[src/hdl/pdi_pkg.sv]
// Package for the disk interface register block: access types, register
// codes, address windows and bit positions. No dependencies.
package pdi_pkg;

    localparam logic [15:0] PIA_END      = 16'h3800;
    localparam logic [15:0] PIA_BASE     = 16'h3000;
    localparam logic [15:0] FDC_BASE     = 16'h2800;
    localparam logic [7:0]  BYTE_ALL     = 8'hFF;
    localparam int          CTRL_DATASEL = 2;   // control bit: data (1) / direction (0)
    localparam int          BUSY_BIT     = 6;
    localparam int          DRIVE_BIT    = 1;
    localparam int          SIDE_BIT     = 4;

    typedef enum logic [1:0] {
        REG_PORT_A = 2'd0,
        REG_CTRL_A = 2'd1,
        REG_PORT_B = 2'd2,
        REG_CTRL_B = 2'd3
    } t_pia_reg;

    typedef enum logic {
        OP_READ  = 1'b0,
        OP_WRITE = 1'b1
    } t_op;

    typedef struct packed {
        logic        op;
        logic [15:0] address;
        logic [7:0]  write_data;
        logic        motor_on;
    } t_item;

    typedef struct packed {
        logic [7:0] read_data;
        logic       fdc_access;
        logic [1:0] fdc_register;
        logic       drive_select;
        logic       head_side;
        logic       motor_swap;
        logic       printer_valid;
        logic [7:0] printer_byte;
    } t_result;

    typedef struct packed {
        logic [7:0] port_a_data;
        logic [7:0] port_a_direction;
        logic [7:0] port_a_control;
        logic [7:0] port_b_data;
        logic [7:0] port_b_direction;
        logic [7:0] port_b_control;
        logic       active_drive;
    } t_state;

endpackage

[src/hdl/pdi_access_unit.sv]
// Decode of one bus access against the current register state: next state
// and result item. Combinational. Depends on pdi_pkg.
module pdi_access_unit (
    input  pdi_pkg::t_item   i_item,
    input  pdi_pkg::t_state  i_state,
    output pdi_pkg::t_state  o_state,
    output pdi_pkg::t_result o_result
);
    import pdi_pkg::*;

    logic     wr;
    logic     in_pia;
    logic     in_fdc;
    logic     new_drive;
    t_pia_reg sel;
    t_state   nxt;
    t_result  res;

    always_comb begin
        wr        = (i_item.op == OP_WRITE);
        in_pia    = (i_item.address >= PIA_BASE) && (i_item.address < PIA_END);
        in_fdc    = (i_item.address >= FDC_BASE) && (i_item.address < PIA_BASE);
        sel       = t_pia_reg'(i_item.address[1:0]);
        new_drive = i_item.write_data[DRIVE_BIT];
        nxt       = i_state;

        res               = '0;
        res.read_data     = wr ? 8'h00 : BYTE_ALL;
        res.fdc_access    = in_fdc;
        res.fdc_register  = in_fdc ? i_item.address[1:0] : 2'd0;

        if (in_pia) begin
            case (sel)
                REG_PORT_A: begin
                    if (wr) begin
                        if (i_state.port_a_control[CTRL_DATASEL]) begin
                            nxt.port_a_data  = i_item.write_data;
                            nxt.active_drive = new_drive;
                            res.motor_swap   = (new_drive != i_state.active_drive)
                                               && i_item.motor_on;
                        end else begin
                            nxt.port_a_direction = i_item.write_data;
                        end
                    end else begin
                        if (i_state.port_a_control[CTRL_DATASEL]) begin
                            // printer never busy: drop the busy bit on read
                            nxt.port_a_data[BUSY_BIT] = 1'b0;
                            res.read_data             = nxt.port_a_data;
                        end else begin
                            res.read_data = i_state.port_a_direction;
                        end
                    end
                end
                REG_CTRL_A: begin
                    if (wr) begin
                        nxt.port_a_control = i_item.write_data;
                    end else begin
                        res.read_data           = i_state.port_a_control;
                        res.read_data[BUSY_BIT] = 1'b1;
                    end
                end
                REG_PORT_B: begin
                    if (wr) begin
                        if (i_state.port_b_control[CTRL_DATASEL]) begin
                            nxt.port_b_data   = i_item.write_data;
                            res.printer_valid = 1'b1;
                            res.printer_byte  = i_item.write_data;
                        end else begin
                            nxt.port_b_direction = i_item.write_data;
                        end
                    end else begin
                        res.read_data = i_state.port_b_control[CTRL_DATASEL]
                                        ? i_state.port_b_data : i_state.port_b_direction;
                    end
                end
                REG_CTRL_B: begin
                    if (wr) begin
                        nxt.port_b_control = i_item.write_data;
                    end else begin
                        res.read_data = i_state.port_b_control;
                    end
                end
                default: begin
                    nxt = i_state;
                end
            endcase
        end

        res.drive_select = nxt.active_drive;
        res.head_side    = nxt.port_a_data[SIDE_BIT];
    end

    assign o_state  = nxt;
    assign o_result = res;

endmodule

[src/hdl/pdi_reg_file.sv]
// PIA register state and selected drive, updated once per processed item.
// Depends on pdi_pkg.
module pdi_reg_file (
    input  logic            i_clk,
    input  logic            i_rst_n,
    input  logic            i_update,
    input  pdi_pkg::t_state i_next,
    output pdi_pkg::t_state o_state
);
    import pdi_pkg::*;

    t_state r_state;
    t_state n_state;

    assign n_state = i_update ? i_next : r_state;

    always_ff @(posedge i_clk) begin
        if (!i_rst_n) begin
            r_state <= '0;
        end else begin
            r_state <= n_state;
        end
    end

    assign o_state = r_state;

endmodule

[src/hdl/pia_disk_interface_regs.sv]
// Top level of the disk interface register block: input register, access
// decode, register state and result register. Depends on pdi_pkg,
// pdi_access_unit and pdi_reg_file.
//
//   channel  | handshake         | payload
//   ---------+-------------------+------------------------------------------
//   access   | i_valid / o_ready | i_op, i_address, i_write_data, i_motor_on
//   result   | o_valid / i_ready | o_read_data, o_fdc_access, o_fdc_register,
//            |                   | o_drive_select, o_head_side, o_motor_swap,
//            |                   | o_printer_valid, o_printer_byte
//
// One item per cycle while the result is drained; results are registered.
// The item is decoded and the registers updated as it moves from the input
// register to the result register, so each item sees the previous one's state.
// Synchronous active-low reset clears the PIA registers, drive zero, and both
// valid flags. A stalled result holds the result register; the input register
// still takes one item while the result waits.
module pia_disk_interface_regs (
    input  logic        i_clk,
    input  logic        i_rst_n,
    input  logic        i_valid,
    output logic        o_ready,
    input  logic        i_op,
    input  logic [15:0] i_address,
    input  logic [7:0]  i_write_data,
    input  logic        i_motor_on,
    output logic        o_valid,
    input  logic        i_ready,
    output logic [7:0]  o_read_data,
    output logic        o_fdc_access,
    output logic [1:0]  o_fdc_register,
    output logic        o_drive_select,
    output logic        o_head_side,
    output logic        o_motor_swap,
    output logic        o_printer_valid,
    output logic [7:0]  o_printer_byte
);
    import pdi_pkg::*;

    logic    r_in_valid;
    logic    n_in_valid;
    t_item   r_item;
    logic    r_out_valid;
    logic    n_out_valid;
    t_result r_result;
    logic    advance;
    logic    take_in;
    t_state  state;
    t_state  state_next;
    t_result result;

    // advance the held item when the result register is free or being drained
    assign advance     = r_in_valid && (!r_out_valid || i_ready);
    assign o_ready     = !r_in_valid || advance;
    assign take_in     = i_valid && o_ready;
    assign n_in_valid  = take_in || (r_in_valid && !advance);
    assign n_out_valid = advance || (r_out_valid && !i_ready);

    always_ff @(posedge i_clk) begin
        if (!i_rst_n) begin
            r_in_valid  <= 1'b0;
            r_out_valid <= 1'b0;
        end else begin
            r_in_valid  <= n_in_valid;
            r_out_valid <= n_out_valid;
        end
    end

    always_ff @(posedge i_clk) begin
        if (take_in) begin
            r_item.op         <= i_op;
            r_item.address    <= i_address;
            r_item.write_data <= i_write_data;
            r_item.motor_on   <= i_motor_on;
        end
        if (advance) begin
            r_result <= result;
        end
    end

    pdi_access_unit u_access (
        .i_item   (r_item),
        .i_state  (state),
        .o_state  (state_next),
        .o_result (result)
    );

    pdi_reg_file u_regs (
        .i_clk    (i_clk),
        .i_rst_n  (i_rst_n),
        .i_update (advance),
        .i_next   (state_next),
        .o_state  (state)
    );

    assign o_valid         = r_out_valid;
    assign o_read_data     = r_result.read_data;
    assign o_fdc_access    = r_result.fdc_access;
    assign o_fdc_register  = r_result.fdc_register;
    assign o_drive_select  = r_result.drive_select;
    assign o_head_side     = r_result.head_side;
    assign o_motor_swap    = r_result.motor_swap;
    assign o_printer_valid = r_result.printer_valid;
    assign o_printer_byte  = r_result.printer_byte;

endmodule
[config.mk]
export PLATFORM = sky130hd
export DESIGN_NAME = pia_disk_interface_regs
export DESIGN_NICKNAME = d
export VERILOG_FILES = /design/src/hdl/pdi_pkg.sv /design/src/hdl/pdi_access_unit.sv /design/src/hdl/pdi_reg_file.sv /design/src/hdl/pia_disk_interface_regs.sv
export SDC_FILE = /design/constraint.sdc
export NUM_CORES = 1
export LEC_CHECK = 0
export BUFFER_PORTS_ARGS = -buffer_cell sky130_fd_sc_hd__buf_2
export CELL_PAD_IN_SITES_DETAIL_PLACEMENT = 0
export CELL_PAD_IN_SITES_GLOBAL_PLACEMENT = 1
export CORE_AREA = 10 10 111 113
export CTS_CLUSTER_DIAMETER = 80
export DETAILED_ROUTE_END_ITERATION = 12
export DIE_AREA = 0 0 121 123
export PLACE_DENSITY = 0.78
export SLEW_MARGIN = 40
export SYNTH_ARGS = -nofsm -noshare
export SYNTH_HDL_FRONTEND = slang
export SYNTH_HIERARCHICAL = 1
export SYNTH_SLANG_ARGS = --single-unit
[constraint.sdc]
create_clock -name i_clk -period 3 [get_ports i_clk]
set_clock_uncertainty 0.15 [all_clocks]
set_input_delay 0 -clock i_clk [delete_from_list [all_inputs] [get_ports i_clk]]
set_output_delay 0 -clock i_clk [all_outputs]
set_load 0.1 [all_outputs]
==> metrics.txt, run 1 <==
total wire length 9300 µm; RR Endpoint u_regs/o_state[12]; Clock H-tree levels 3; CTS tree done; nets@finish 434; Setup Viol. Count Final 0; worst vdd ir 0.2247 mV; Post-Syn Instances 340; hold path depth 2; area grow syn2layout 16.35%; Buf/Inv on CP 0; layout cells sized above 1 34.23%; Hold Path Origin i_rst_n; first-pass GRT wire length 14660 µm; CP peak stage delay 0.73 ns; I/O pin cnt 55; Final Max Slew Viols 0; Hold Buf Count CTS 20; Port Buffers 45; RSZ-0062 raised after global routing false; Worst EP required 3.10 ns; HP Class in2reg; Hold Path End o_valid; element type at the critical path start flop; post-CTS sizing 0; Core Region 10140 µm²; Worst Reg-to-Reg Cells 5; Final ANT Viol Nets 0; largest net degree at the start of global routing 71; Root Driver clkbuf_8; critical path endpoint category flop; vias in the first global route 2654; fin crit share 82.25%; via count 2744; TritonCTS buffer count 9; crit-path max FO 8; clk buf depth 2; Leak Pwr 1.928 nW; routability cong. 0.7610; Post-Syn Area 4408 µm²; clk slew on worst S/H paths 0.09 ns; Tot GR Track Use 12.55%; critical register-to-register path startpoint r_item[23]; mean post-synth cell area 12.96 µm²; slew of the pin with the lowest slew margin 0.7842 ns; die width 121 µm; fmax 0.4053 GHz; Worst slew margin 47.72%; antenna violations before repair 0; critical path class reg2reg; antenna cells 0; Sink Count 89; yosys synthesis warning count 6; most frequent cells in the layout mux2i_1 (59), dfxtp_1 (49), nor2b_1 (47); FF-to-FF setup slack 0.53 ns; min cycle time layout 2.467 ns; number of max-cap violations 0; Post-Syn Nets 370; Die Footprint 14880 µm²; DR pass1 iterations 4; hold slack 0.1104 ns; outcome finished, final reports clean; detailed placement HPWL 5913 µm; postcts setup bufs 0; Remaining Overflow, GRT 0; Die H 123 µm; DRT iter0 DRCs 172; number of core rows 37; Final TNS setup 0 ns; DRC 0; Worst-Skew Late Latency 0.35 ns; cell family with most CP delay simple AND/OR/NAND/NOR gates; Final Hold Vio Count 0; Worst path slowest cell or4_4; Starting Density 43.48%; power density over cell area 457.4 nW/µm²; routed vias/inst 5.035; commonest non-fill, non-tap cell in the layout mux2i_1; WL per Instance 17.06 µm; CP cell instances or3b_1 > or4_4 > mux2_4 > mux2i_1 > nor2b_1; Worst EP arrival 2.57 ns
## final cells by class
cell class	count	area, µm²
multi-input cells	221	2041
inverters	4	15.01
well taps	136	170.2
clock buffers	10	127.6
clock inverters	6	50.05
repair buffers	79	543.0
flip-flops and latches	89	2182
fillers	889	5010
## metrics by stage
step	utilization, %	power [mW]	area [µm²]	worst slack (ns)	cells
after detailed placement	46.86	1.597	4751	0.5362	509
final	50.59	2.346	5129	0.5326	545
after floorplan	-	1.542	4410	0.3637	340
after global routing	50.59	2.445	5129	0.4479	545
after global placement	46.86	1.595	4751	0.5738	509
after CTS	50.59	2.377	5129	0.5350	545
## registers in the layout, summed over array words and instances, names as in the netlist
name             cells
o_printer_byte       8
o_fdc_register       2
r_item              17
o_drive_select       1
u_regs/o_state      47
o_read_data          8
o_motor_swap         1
o_printer_valid      1
o_head_side          1
o_valid              1
r_in_valid           1
o_fdc_access         1
## layer usage
metal,track usage (%),vias up,part of all wire [%]
met2,17.96,58,44
met4,3.695,0,1.2
li1,-,1347,-
met3,3.692,12,5.2
met5,0,-,0
met1,17.80,1327,49
## report_power, final
part           internal (mW)  total [mW]  switching (mW)
registers               1.30        1.32          0.0229
clock network          0.312       0.758           0.446
logic                 0.0813       0.268           0.186
total                   1.69        2.35           0.656
## worst max-delay path by stage
stage	start	endpoint	slack, ns	cells past startpoint
floorplan	o_valid	u_regs/o_state[36]	0.36	7
global placement	r_item[23]	u_regs/o_state[13]	0.57	5
detailed placement	r_item[23]	u_regs/o_state[13]	0.54	5
CTS	r_item[23]	u_regs/o_state[13]	0.53	5
global route	r_item[23]	u_regs/o_state[40]	0.45	5
finish	r_item[23]	u_regs/o_state[12]	0.53	5
(Power assumes the default switching activity.)
==> run 2, diff against run 1 <==
- clock period: 3 -> 2.3 ns (I/O delays scaled with it)
==> run 2 against run 1 <==
Compared with the run above:
- sequential cell count is the same
- register-to-register slack lost 0.49 ns
- clock power grew 60%
- final area grew 2.7%
- largest cell class unchanged
- largest power group unchanged
==> metrics.txt, run 2 (same netlist as run 1, synthesis figures left out) <==
element type at the critical path start flop; FF-to-FF setup slack 0.04 ns; switching power 0.8545 mW; clk buf depth 2; critical path endpoint category flop; Setup Viol. Count Final 0; Worst EP required 2.40 ns; number of flip-flops in the largest register 47; crit-path max FO 8; commonest non-fill, non-tap cell in the layout mux2i_1; Final Hold Vio Count 0; Worst-Skew Late Latency 0.35 ns; outcome finished, final reports clean; Root Driver clkbuf_8; postcts setup bufs 0; Final TNS setup 0 ns; layout cells sized above 1 36.36%; Remaining Overflow, GRT 0; critical path class reg2reg; area grow syn2layout 19.50%; critical register-to-register path startpoint r_item[23]; Core Region 10140 µm²; routability cong. 0.7956; number of max-cap violations 0; Place WS -0.008818 ns; CTS tree done; Design Area, Final 5268 µm²; Die H 123 µm; Clock H-tree levels 3; Pint 2.428 mW; RR Endpoint u_regs/o_state[40]; dpl cell area 4832 µm²; nets@finish 443; die width 121 µm; power density over cell area 623.2 nW/µm²; Final ANT Viol Nets 0; RSZ-0062 raised after global routing true; largest net degree at the start of global routing 50; Tot GR Track Use 12.41%; Flop pwr share 52.4%; via count 2764; setup ws final 0.04306 ns; Sink Count 89; min cycle time layout 2.257 ns; detailed placement HPWL 6013 µm; WL per Instance 16.45 µm; Worst slew margin 49.93%; clk slew on worst S/H paths 0.09 ns; I/O pin cnt 55; antenna violations before repair 0; number of core rows 37; TritonCTS buffer count 9; Worst Setup SP r_item[23]; hold slack 0.09014 ns; fmax 0.4431 GHz; first-pass GRT wire length 14750 µm; Worst EP arrival 2.36 ns; antenna cells 0; sw frac 26.03%; Logic pwr share 10.9%; Final Max Slew Viols 0; vias in the first global route 2864; fin crit share 98.13%; Leak Pwr 1.999 nW; fin cells 554; dpl cells 518; Worst Reg-to-Reg Cells 5; HP Class in2reg; slew of the pin with the lowest slew margin 0.7511 ns; DRT iter0 DRCs 133; clock network fraction of total power 36.7%; Port Buffers 45; Starting Density 43.48%; most frequent cells in the layout mux2i_1 (59), dfxtp_1 (48), nor2b_1 (47); DRC 0; routed vias/inst 4.989; worst vdd ir 0.4233 mV; CP endpoint u_regs/o_state[40]; total wire length 9112 µm; DR pass1 iterations 4; Die Footprint 14880 µm²
-- run 2: changes by cell type in the layout (fill, tap and decap cells not counted), sizes merged --
cell	previous run	this run
buf	59	68
clkinv	1	0
bufinv	0	2
clkbuf	10	9
-- run 2: layout make-up --
class,count,area [µm²]
fillers,865,4871
flip-flops and latches,89,2183
multi-input cells,221,2043
repair buffers,88,630.6
well taps,136,170.2
clock buffers,9,123.9
clock inverters,7,101.3
inverters,4,15.01
-- run 2: power groups by stage --
stage	Combinational (mW)	Clock, mW	Sequential [mW]
finish	0.357	1.21	1.72
CTS	0.359	1.25	1.72
detailed placement	0.332	0	1.76
global route	0.375	1.31	1.73
floorplan	0.128	0	1.88
global placement	0.331	0	1.76
-- run 2: per-stage QoR --
stage	util [%]	power, mW
after floorplan	-	2.013
after global placement	47.66	2.086
after detailed placement	47.66	2.088
after CTS	51.88	3.325
after global routing	51.96	3.410
final	51.96	3.283
-- run 2: critical path, stage by stage (launching register included) --
cell	delay (ns)
edfxtp_1	0.37
or3b_4	0.44
or4_4	0.66
mux2_4	0.34
mux2i_1	0.13
nor2b_1	0.06
-- run 2: how the worst min path moves through the flow --
stage / from / to / slack (ns) / cells after the start
CTS: i_rst_n / o_valid / 0.09 / 2
finish: i_rst_n / o_valid / 0.09 / 2
global placement: i_address[13] / r_item[22] / 0.03 / 1
detailed placement: i_address[13] / r_item[22] / 0.03 / 1
global route: i_rst_n / o_valid / 0.14 / 2
floorplan: i_motor_on / r_item[0] / -0.05 / 0
-- run 2: timing repair --
action,4_1_cts,5_1_grt
setup endpoints to repair,6,19
hold buffers,20,0
hold endpoints to repair,24,0
pin swaps,2,3
resized for setup,1,2
-- run 2: routing by layer --
layer	vias up	GRT usage (%)	wire length, µm
met2	47	20.71	4439
met4	0	3.092	85
met5	-	0	0
met3	6	3.874	371
met1	1351	15.30	4215
li1	1360	-	-
==> run 3, diff against run 2 <==
- CORE_AREA: 10 10 111 113 -> 10 10 104 106
- DIE_AREA: 0 0 121 123 -> 0 0 114 116
- PLACE_DENSITY: 0.78 -> 0.76
- SYNTH_HIERARCHICAL: 1 -> unset
==> run 3 against run 2 <==
Compared with the run above:
- maximum frequency grew 7.4%
- first-iteration DRC count grew 0.75%
- die area shrank 11%
==> metrics.txt, run 3 <==
Clock H-tree levels 3; Worst path slowest cell and2_1; Core Region 8678 µm²; layout cells sized above 1 22.01%; Design Area, Final 4584 µm²; TritonCTS buffer count 9; clk buf depth 2; largest net degree at the start of global routing 34; Final TNS setup 0 ns; detailed placement HPWL 6595 µm; Post-Syn Instances 342; worst vdd ir 0.3208 mV; power density over cell area 657.1 nW/µm²; HP Class in2reg; fin crit share 91.33%; Buf/Inv on CP 1; antenna violations before repair 0; Post-Syn Nets 372; number of max-cap violations 0; dominant cell type by area after synthesis edfxtp_1; Final Hold Vio Count 0; setup ws final 0.1994 ns; Leak Pwr 1.592 nW; hold slack 0.02493 ns; CP cell instances nor3b_4 > and2_1 > buf_4 > nand3_1 > a21boi_0; routability cong. 0.8557; Cell variety after synth 44; cell family with most CP delay simple AND/OR/NAND/NOR gates; Post-Syn Area 3790 µm²; Synth Area in Adders 0%; yosys synthesis warning count 0; Hold Path End u_regs.o_state[45]; Starting Density 43.67%; Synth Area in Compound Gates 13.80%; post-CTS sizing 0; Root Driver clkbuf_8; nets@finish 443; clk slew on worst S/H paths 0.09 ns; DRT iter0 DRCs 134; Final ANT Viol Nets 0; die width 114 µm; hold path depth 3; mean post-synth cell area 11.08 µm²; Synth Area in XOR/XNOR 0.2311%; Worst slew margin 55.62%; DR pass1 iterations 5; outcome finished, final reports clean; critical path endpoint category flop; Worst-Skew Late Latency 0.36 ns; ranking of synthesized cells by area edfxtp_1 (32%), dfxtp_1 (26%), mux2i_1 (8.5%), a21boi_0 (4.6%), nand2_1 (4.0%); number of flip-flops in the largest register 47; antenna cells 0; WL per Instance 18.54 µm; Setup Viol. Count Final 0; commonest non-fill, non-tap cell in the layout dfxtp_1; dpl cell area 4213 µm²; Die Footprint 13220 µm²; area grow syn2layout 20.96%; post-synthesis mux area share 9.343%; top cells by count, synth dfxtp_1 (49), edfxtp_1 (40), nand2_1 (40); Post-synth top flop dfxtp_1; vias in the first global route 2924; element type at the critical path start flop; DRC 0; critical path class reg2reg; Worst EP required 2.43 ns; I/O pin cnt 55; sequential fraction of the synthesis area 57.58%; Final Power 3.013 mW; total wire length 9753 µm; Tot GR Track Use 15.30%; most frequent cells in the layout dfxtp_1 (48), buf_2 (45), edfxtp_1 (40); RSZ-0062 raised after global routing false; slew of the pin with the lowest slew margin 0.6648 ns; Sink Count 89; Remaining Overflow, GRT 0; Place WS 0.2673 ns; Seq cells post-synth 89; Post-synth EDFFs 40; routed vias/inst 5.481; first-pass GRT wire length 15750 µm; min cycle time layout 2.101 ns; number of core rows 34; Port Buffers 45; CTS tree done; Synth async-reset ratio 0%; Worst Reg-to-Reg Cells 5; RR Endpoint u_regs.o_state[27]; Worst EP arrival 2.23 ns; largest family of logic cells by synthesized area simple AND/OR/NAND/NOR gates; FF-to-FF setup slack 0.20 ns; Hold Path Origin i_rst_n; crit-path max FO 15; dominant cell by count in the synthesized netlist dfxtp_1; fmax 0.4761 GHz; Final Max Slew Viols 0; Die H 116 µm; post-synth top area share 31.69%; postcts setup bufs 0; CP peak stage delay 0.53 ns; Post-Synth Simple-Gate Area 15.98%; via count 2883; critical register-to-register path startpoint r_item[23]
## run 3: through the flow
stage / util (%) / cells
2_1_floorplan: - / 342
3_3_place_gp: 48.54 / 490
3_5_place_dp: 48.54 / 490
4_1_cts: 52.83 / 526
5_1_grt: 52.83 / 526
6_report: 52.83 / 526
## run 3: kinds of logic (layout without fill, tap and decap cells)
kind of cell    Yosys count  after routing
mux                      35             35
simple gates            110            110
xor+xnor                  1              1
buf+inv                  28            104
compound gates           79             79
flops                    89             89
## run 3: worst max-delay path by stage
| stage | startpoint | to | slack [ns] | depth (start not counted) |
|---|---|---|---|---|
| floorplan | o_valid | r_item[0] | 0.05 | 3 |
| global placement | r_item[23] | u_regs.o_state[26] | 0.31 | 5 |
| detailed placement | r_item[23] | u_regs.o_state[30] | 0.27 | 5 |
| CTS | r_item[23] | u_regs.o_state[27] | 0.23 | 5 |
| global route | r_item[23] | u_regs.o_state[25] | 0.02 | 5 |
| finish | r_item[23] | u_regs.o_state[27] | 0.20 | 5 |
## run 3: area by class of cell
class,instances,area (µm²)
multi-input combinational,225,1494
sequential,89,2183
tap,108,135.1
timing repair buffer,82,578.1
fill,780,4094
clock inverter,6,43.79
inverter,6,22.52
clock buffer,10,127.6
## run 3: layer usage
metal,vias to the layer above,global-route usage [%],part of all wire (%),wire (µm)
li1,1382,-,-,-
met4,0,6.433,2.6,256
met2,69,24.34,48,4672
met5,-,0,0,0
met1,1411,19.59,44,4328
met3,21,3.566,5.1,496
## run 3: power by group
part           internal [mW]  leakage (nW)  switching [mW]
clock                  0.395        0.0765           0.558
combinational         0.0917         0.740           0.240
sequential              1.69         0.775          0.0369
total                   2.18          1.59           0.835
## run 3: worst min-delay path: stages
cell and delay [ns]:
buf_2 0.29, nand2_1 0.14, mux2i_1 0.05
## run 3: repair_timing
| action | CTS | global route |
|---|---|---|
| endpoints found under the setup margin | 0 | 0 |
| hold buffers | 20 | 0 |
| endpoints found under the hold margin | 19 | 0 |
